**config.mk**
```make
export PLATFORM = sky130hd
export DESIGN_NAME = ppc_ctrl
export DESIGN_NICKNAME = d
export VERILOG_FILES = /design/src/hdl/ppc_pkg.sv /design/src/hdl/ppc_ctrl.sv
export VERILOG_INCLUDE_DIRS = /design/src /design/src/hdl
export SDC_FILE = /design/constraint.sdc
export NUM_CORES = 1
export LEC_CHECK = 0
export BUFFER_PORTS_ARGS = -buffer_cell sky130_fd_sc_hd__buf_2
export CAP_MARGIN = 5
export CORE_AREA = 3 3 40 42
export CTS_CLUSTER_DIAMETER = 30
export DETAILED_ROUTE_END_ITERATION = 16
export DIE_AREA = 0 0 43 45
export GPL_TIMING_DRIVEN = 0
export PLACE_DENSITY = 0.47
export SLEW_MARGIN = 20
export SYNTH_ARGS = -nofsm -noshare
export SYNTH_HDL_FRONTEND = slang
export SYNTH_SLANG_ARGS = --single-unit
```
**constraint.sdc**
```tcl
create_clock -name clk -period 2.5 [get_ports clk]
set_input_delay 0.5 -clock clk [delete_from_list [all_inputs] [get_ports clk]]
set_output_delay 0.5 -clock clk [all_outputs]
set_load 0.02 [all_outputs]
```
**src/hdl/assert_macros.svh**
```systemverilog
// Assertion macros shared by the primitive polynomial check unit.
// Each macro expands to one labeled concurrent assertion on a clock and active-low reset.
// No other files are needed.
`ifndef ASSERT_MACROS_SVH
`define ASSERT_MACROS_SVH

// The property must hold at every clock edge outside reset.
`define PPC_ASSERT(lbl, clk, rst_n, prop, msg) \
	lbl: assert property (@(posedge clk) disable iff (!rst_n) (prop)) else $error(msg);

// The property must never hold at a clock edge outside reset.
`define PPC_NEVER(lbl, clk, rst_n, prop, msg) \
	lbl: assert property (@(posedge clk) disable iff (!rst_n) !(prop)) else $error(msg);

`endif

```
**src/hdl/ppc_pkg.sv**
```systemverilog
// Types and constants for the primitive polynomial check unit.
// Used by the controller, the datapath and the top level; depends on nothing.
package ppc_pkg;

	localparam int CfgWidth    = 4;
	localparam int MinDegree   = 2;
	localparam int DegreeReset = 4;

	typedef enum logic [2:0] {
		ST_IDLE,
		ST_CLEAR,
		ST_READ,
		ST_CHECK,
		ST_DONE
	} ppc_state_t;

	typedef struct packed {
		logic load;
		logic clr;
		logic rd;
		logic step;
		logic emit;
	} ppc_cmd_t;

	typedef struct packed {
		logic clr_last;
		logic stop;
		logic out_busy;
	} ppc_sts_t;

endpackage

```
**src/hdl/ppc_ctrl.sv**
```systemverilog
// Controller state machine of the primitive polynomial check unit.
// Sequences the map clear, the LFSR walk and the result hand-off; uses ppc_pkg.
`include "assert_macros.svh"

module ppc_ctrl (
	input  logic              clk,
	input  logic              arst_n,
	input  logic              in_valid,
	output logic              in_ready,
	input  ppc_pkg::ppc_sts_t sts,
	output ppc_pkg::ppc_cmd_t cmd
);

	ppc_pkg::ppc_state_t state_q;
	ppc_pkg::ppc_state_t state_next;

	always_ff @(posedge clk or negedge arst_n) begin
		if (!arst_n) begin
			state_q <= ppc_pkg::ST_IDLE;
		end else begin
			state_q <= state_next;
		end
	end

	always_comb begin
		state_next = state_q;
		unique case (state_q)
			ppc_pkg::ST_IDLE: begin
				if (in_valid) state_next = ppc_pkg::ST_CLEAR;
			end
			ppc_pkg::ST_CLEAR: begin
				if (sts.clr_last) state_next = ppc_pkg::ST_READ;
			end
			ppc_pkg::ST_READ: begin
				state_next = ppc_pkg::ST_CHECK;
			end
			ppc_pkg::ST_CHECK: begin
				state_next = sts.stop ? ppc_pkg::ST_DONE : ppc_pkg::ST_READ;
			end
			ppc_pkg::ST_DONE: begin
				if (!sts.out_busy) state_next = ppc_pkg::ST_IDLE;
			end
			default: begin
				state_next = ppc_pkg::ST_IDLE;
			end
		endcase
	end

	always_comb begin
		cmd      = '0;
		in_ready = 1'b0;
		unique case (state_q)
			ppc_pkg::ST_IDLE: begin
				in_ready = 1'b1;
				cmd.load = in_valid;
			end
			ppc_pkg::ST_CLEAR: begin
				cmd.clr = 1'b1;
			end
			ppc_pkg::ST_READ: begin
				cmd.rd = 1'b1;
			end
			ppc_pkg::ST_CHECK: begin
				cmd.step = !sts.stop;
			end
			ppc_pkg::ST_DONE: begin
				cmd.emit = !sts.out_busy;
			end
			default: begin
				cmd = '0;
			end
		endcase
	end

	`PPC_ASSERT(a_cmd_onehot, clk, arst_n, $onehot0(cmd), "more than one datapath command")
	`PPC_NEVER(a_emit_busy, clk, arst_n, cmd.emit && sts.out_busy, "result emitted over a held one")
	`PPC_ASSERT(a_load_clear, clk, arst_n, cmd.load |=> state_q == ppc_pkg::ST_CLEAR,
		"load not followed by map clear")

endmodule

```
==> results of run 1 <==
==> worst max-delay path, cell delays in order (launching register included) <==
cell	delay (ps)
dfrtp_1	430
nor2b_1	250
and3b_2	200
buf_2	150
==> where the power goes <==
| part | switching, uW | internal [uW] | leakage [uW] | total, uW |
|---|---|---|---|---|
| logic | 110 | 94.1 | 0.000103 | 204 |
| registers | 20.5 | 69.2 | 0.0000381 | 89.6 |
| clock network | 25.9 | 59.9 | 0.0000150 | 85.8 |
==> worst max path at each step <==
stage              to  slack (ps)  startpoint  cells after the start
2_1_floorplan  cmd[4]         690  state_q[0]                      3
3_3_place_gp   cmd[1]         930  state_q[1]                      3
3_5_place_dp   cmd[1]         960  state_q[1]                      3
4_1_cts        cmd[1]         710  state_q[1]                      3
5_1_grt        cmd[0]         610  state_q[0]                      4
6_report       cmd[1]         740  state_q[1]                      3
==> layer usage <==
metal	track usage [%]	part of all wire (%)
met1	6.326	43
met2	7.186	47
met3	2.789	9.5
met4	7.229	0
met5	0	0
==> layout make-up <==
class	instances	area, um2	area share (%)
multi-input combinational	15	116.4	38.91
sequential	3	75.07	25.10
timing repair buffer	11	55.05	18.41
clock buffer	4	26.28	8.787
tap	15	18.77	6.276
buffer	1	7.507	2.510
==> metrics by stage <==
stage,instances,total power [uW],util (%),setup slack [ps]
final,49,379.2,23.27,735.1
after global routing,49,415.4,23.27,607.6
after CTS,49,388.0,23.27,707.5
after detailed placement,45,298.1,21.23,959.9
after global placement,45,300.4,21.23,934.4
after floorplan,19,240.5,-,690.2
==> cells in the final DEF, fill, tap and decap left out, drive strengths merged <==
cell / Yosys / final
and2b: 1 / 1
and3b: 1 / 1
dfrtp: 3 / 3
or3b: 1 / 1
a21oi: 1 / 1
a32o: 1 / 1
nand2: 1 / 1
nor3b: 2 / 2
and4bb: 1 / 1
clkbuf: 0 / 4
and2: 1 / 1
nor2b: 2 / 2
a21o: 1 / 1
buf: 1 / 12
o21bai: 1 / 1
nor3: 1 / 1
==> kinds of logic after synthesis <==
logic type	after synthesis	share of synthesized area, %
AO/OA/AOI/OAI	4	16.98
buffers and inverters	1	3.775
flip-flops	3	37.73
AND/OR/NAND/NOR	11	41.50
==> impl_metrics.env, run 1 <==
export IMPL_status="finished, final reports clean"
export IMPL_row_count=13
export IMPL_first_global_vias=193
export IMPL_cts_setup_buffers=0
export IMPL_synthTopCellsByArea="dfrtp_1, nor3b_1, and4bb_2, nor2b_1, a32o_1"
export IMPL_yosys_warnings=0
export IMPL_period_share_pct=70.59
export IMPL_avgSynthCellArea_um2=10.47
export IMPL_netlist_area_um2=198.9
export IMPL_synth_edf_count=0
export IMPL_critPathKind="reg2out"
export IMPL_fill_cells=143
export IMPL_drt_iter0_drc=5
export IMPL_async_reset_ff_share_pct=100.0
export IMPL_cts_root_buffer="clkbuf_4"
export IMPL_hold_buffers=0
export IMPL_final_hold_viol_count=0
export IMPL_p_per_area_mw_per_mm2=1268
export IMPL_via_per_inst=3.918
export IMPL_ioPinCount=12
export IMPL_nNetsFinal=41
export IMPL_leakage_uw=0.0001558
export IMPL_tightest_slew_ps=214.6
export IMPL_synth_flop_cell="dfrtp_1"
export IMPL_rr_worst_depth=2
export IMPL_diodes=0
export IMPL_h_tree_depth=1
export IMPL_synth_seq_cells=3
export IMPL_fin_setup_tns_ps=0
export IMPL_ant_nets=0
export IMPL_synth_top_area_share_pct=37.74
export IMPL_fin_area_um2=299.0
export IMPL_grt_overflow_total=0
export IMPL_grt_pass1_wl_um=772
export IMPL_via_count=192
export IMPL_ys_seq_area_share_pct=37.74
export IMPL_numCtsBuffers=3
export IMPL_die_w_um=43
export IMPL_skew_ps=1.568
export IMPL_yosysMostFrequentCell="dfrtp_1"
export IMPL_r2r_start="state_q[1]"
export IMPL_synth_top_cells_by_count="dfrtp_1, nor2b_1, nor3b_1"
export IMPL_yosysTopAreaCell="dfrtp_1"
export IMPL_netlist_instances=19
export IMPL_finalSetupViolCount=0
export IMPL_finalWeightedCongestion=0.5983
export IMPL_cts_tree="built"
export IMPL_cts_repair_resized=0
export IMPL_drc_errors=0
export IMPL_hold_ws_ps=54.59
export IMPL_finalWirelength_um=432
export IMPL_numPortBuffers=11
export IMPL_initial_utilization_pct=15.48
export IMPL_peakVddDrop_uv=345.3
export IMPL_clk_pin_slew_ps=40
export IMPL_worstSkewPairLatency_ps=230
export IMPL_crit_fanout=7
export IMPL_critPathRequiredTime_ps=2000
export IMPL_hp_class="in2async"
export IMPL_reg2reg_setup_slack_ps=1470
export IMPL_largest_register_ffs=3
export IMPL_synth_nets=25
export IMPL_critPathArrivalTime_ps=1260
export IMPL_avgRoutedWirePerCell_um=8.816
export IMPL_r2r_end="state_q[0]"
export IMPL_crit_path_end_kind="output pin"
export IMPL_cts_sinks=3
export IMPL_die_area_mm2=0.001935
export IMPL_top_register="state_q"
export IMPL_antenna_found_initial=0
export IMPL_maxCapViolations=0
export IMPL_die_y_um=45
export IMPL_grt_max_degree=11
export IMPL_syn2layout_area_growth_pct=50.31
export IMPL_fin_crit_ps=1765
export IMPL_synth_cell_types=15
export IMPL_drive_gt1_share_pct=55.88
export IMPL_setup_worst_path_start_class="flop"
export IMPL_first_pass_iters=4
export IMPL_grt_usage_pct=5.764
export IMPL_relSlewSlack_pct=85.66
export IMPL_core_area_mm2=0.001285
export IMPL_fmax_ghz=0.5666
export IMPL_hpwl_um=340.3
export IMPL_reg_top3="state_q: 3 flops"
export IMPL_clock_path_buffers=2
export IMPL_place_area_um2=272.8
export IMPL_grt_setup_unrepaired="false"
export IMPL_drv_slew=0
Power figures use the tool's default switching activity.
==> run 2: changes to the inputs <==
- clock period: 2.5 -> 1.69 ns (I/O delays scaled with it)
==> impl_metrics.env, run 2 (same netlist as run 1, synthesis figures left out) <==
export IMPL_largest_register_ffs=3
export IMPL_setup_worst_path_start_class="flop"
export IMPL_row_count=13
export IMPL_drive_gt1_share_pct=60.00
export IMPL_final_hold_viol_count=0
export IMPL_cts_tree="built"
export IMPL_layout_commonest_cell="buf_2"
export IMPL_h_tree_depth=1
export IMPL_avgRoutedWirePerCell_um=8.880
export IMPL_drt_iter0_drc=3
export IMPL_leakage_uw=0.0001625
export IMPL_crit_path_end_kind="output pin"
export IMPL_grt_setup_unrepaired="false"
export IMPL_fmax_ghz=0.6286
export IMPL_fin_crit_ps=1591
export IMPL_r2r_end="state_q[0]"
export IMPL_hpwl_um=340.3
export IMPL_layout_common_cells="buf_2, clkbuf_4, dfrtp_1"
export IMPL_finalWeightedCongestion=0.5983
export IMPL_relSlewSlack_pct=85.74
export IMPL_reg_top3="state_q: 3 flops"
export IMPL_via_per_inst=3.860
export IMPL_syn2layout_area_growth_pct=59.12
export IMPL_hp_start="sts[0]"
export IMPL_numPortBuffers=11
export IMPL_p_sw_uw=238.3
export IMPL_hold_depth=2
export IMPL_first_pass_iters=2
export IMPL_grt_overflow_total=0
export IMPL_pre_cts_slack_ps=311.9
export IMPL_grt_pass1_wl_um=759
export IMPL_drv_slew=0
export IMPL_core_area_mm2=0.001285
export IMPL_fin_ws_ps=99.14
export IMPL_top_register="state_q"
export IMPL_diodes=0
export IMPL_crit_fanout=7
export IMPL_total_power_uw=574.5
export IMPL_r2r_start="state_q[1]"
export IMPL_via_count=193
export IMPL_critPathArrivalTime_ps=1250
export IMPL_period_share_pct=94.13
export IMPL_cts_root_buffer="clkbuf_4"
export IMPL_first_global_vias=194
export IMPL_fin_setup_tns_ps=0
export IMPL_worstSkewPairLatency_ps=230
export IMPL_finalWirelength_um=444
export IMPL_p_per_area_mw_per_mm2=1815
export IMPL_nNetsFinal=42
export IMPL_drc_errors=0
export IMPL_numCtsBuffers=3
export IMPL_ioPinCount=12
export IMPL_maxCapViolations=0
export IMPL_cts_sinks=3
export IMPL_skew_ps=1.568
export IMPL_ant_nets=0
export IMPL_pwr_share_seq_pct=23.7
export IMPL_grt_usage_pct=5.681
export IMPL_power_internal_uw=336.2
export IMPL_peakVddDrop_uv=527.4
export IMPL_die_y_um=45
export IMPL_hold_ws_ps=352.5
export IMPL_p_sw_share_pct=41.49
export IMPL_p_clk_share_pct=22.1
export IMPL_cts_setup_buffers=0
export IMPL_min_to="state_q[2]"
export IMPL_finalSetupViolCount=0
export IMPL_die_w_um=43
export IMPL_antenna_found_initial=0
export IMPL_critPathKind="reg2out"
export IMPL_share_comb_of_total_power_pct=54.2
export IMPL_tightest_slew_ps=213.9
export IMPL_reg2reg_setup_slack_ps=640
export IMPL_rr_worst_depth=2
export IMPL_die_area_mm2=0.001935
export IMPL_hp_class="in2reg"
export IMPL_initial_utilization_pct=15.48
export IMPL_clk_pin_slew_ps=40
export IMPL_critPathRequiredTime_ps=1350
export IMPL_grt_max_degree=11
export IMPL_clock_path_buffers=2
export IMPL_status="finished, final reports clean"
run 2: final cells by class:
cell class | count | area, um2
fill | 141 | 968.4
clock buffer | 4 | 26.28
multi-input combinational | 15 | 123.9
sequential | 3 | 75.07
buffer | 1 | 7.507
timing repair buffer | 12 | 65.06
tap | 15 | 18.77
run 2: per-stage QoR:
| step | area, um2 | cells | util, % |
|---|---|---|---|
| 3_3_place_gp | 272.8 | 45 | 21.23 |
| 5_1_grt | 316.6 | 50 | 24.63 |
| 2_1_floorplan | 198.9 | 19 | - |
| 4_1_cts | 309.0 | 50 | 24.05 |
| 3_5_place_dp | 272.8 | 45 | 21.23 |
| 6_report | 316.6 | 50 | 24.63 |
run 2: power by group through the flow:
stage,Combinational (uW),Sequential [uW],Clock [uW]
global route,343,144,140
finish,311,136,127
floorplan,230,126,0
global placement,310,134,0
detailed placement,306,135,0
CTS,309,134,134
run 2: worst max-delay path by stage:
stage	startpoint	end	cells after the start
after floorplan	state_q[0]	cmd[4]	3
after global placement	state_q[1]	cmd[1]	3
after detailed placement	state_q[1]	cmd[1]	3
after CTS	state_q[1]	cmd[1]	3
after global routing	state_q[2]	cmd[4]	3
final	state_q[1]	cmd[1]	3
run 2: timing repair:
| action | CTS | global route |
|---|---|---|
| endpoints found under the hold margin | 3 | 0 |
| gates resized for setup | 0 | 2 |
| endpoints found under the setup margin | 0 | 1 |
| hold buffers | 1 | 0 |
run 2: critical path, stage by stage (launching register included):
cell     delay [ps]
dfrtp_1         440
nor2b_2         240
and3b_2         190
buf_2           150
run 2: layer usage:
layer / up-vias / routed length (um) / track usage [%]
met2: 7 / 204 / 7.186
met4: 0 / 0 / 7.229
met5: - / 0 / 0
li1: 101 / - / -
met3: 0 / 46 / 2.789
met1: 85 / 193 / 6.083
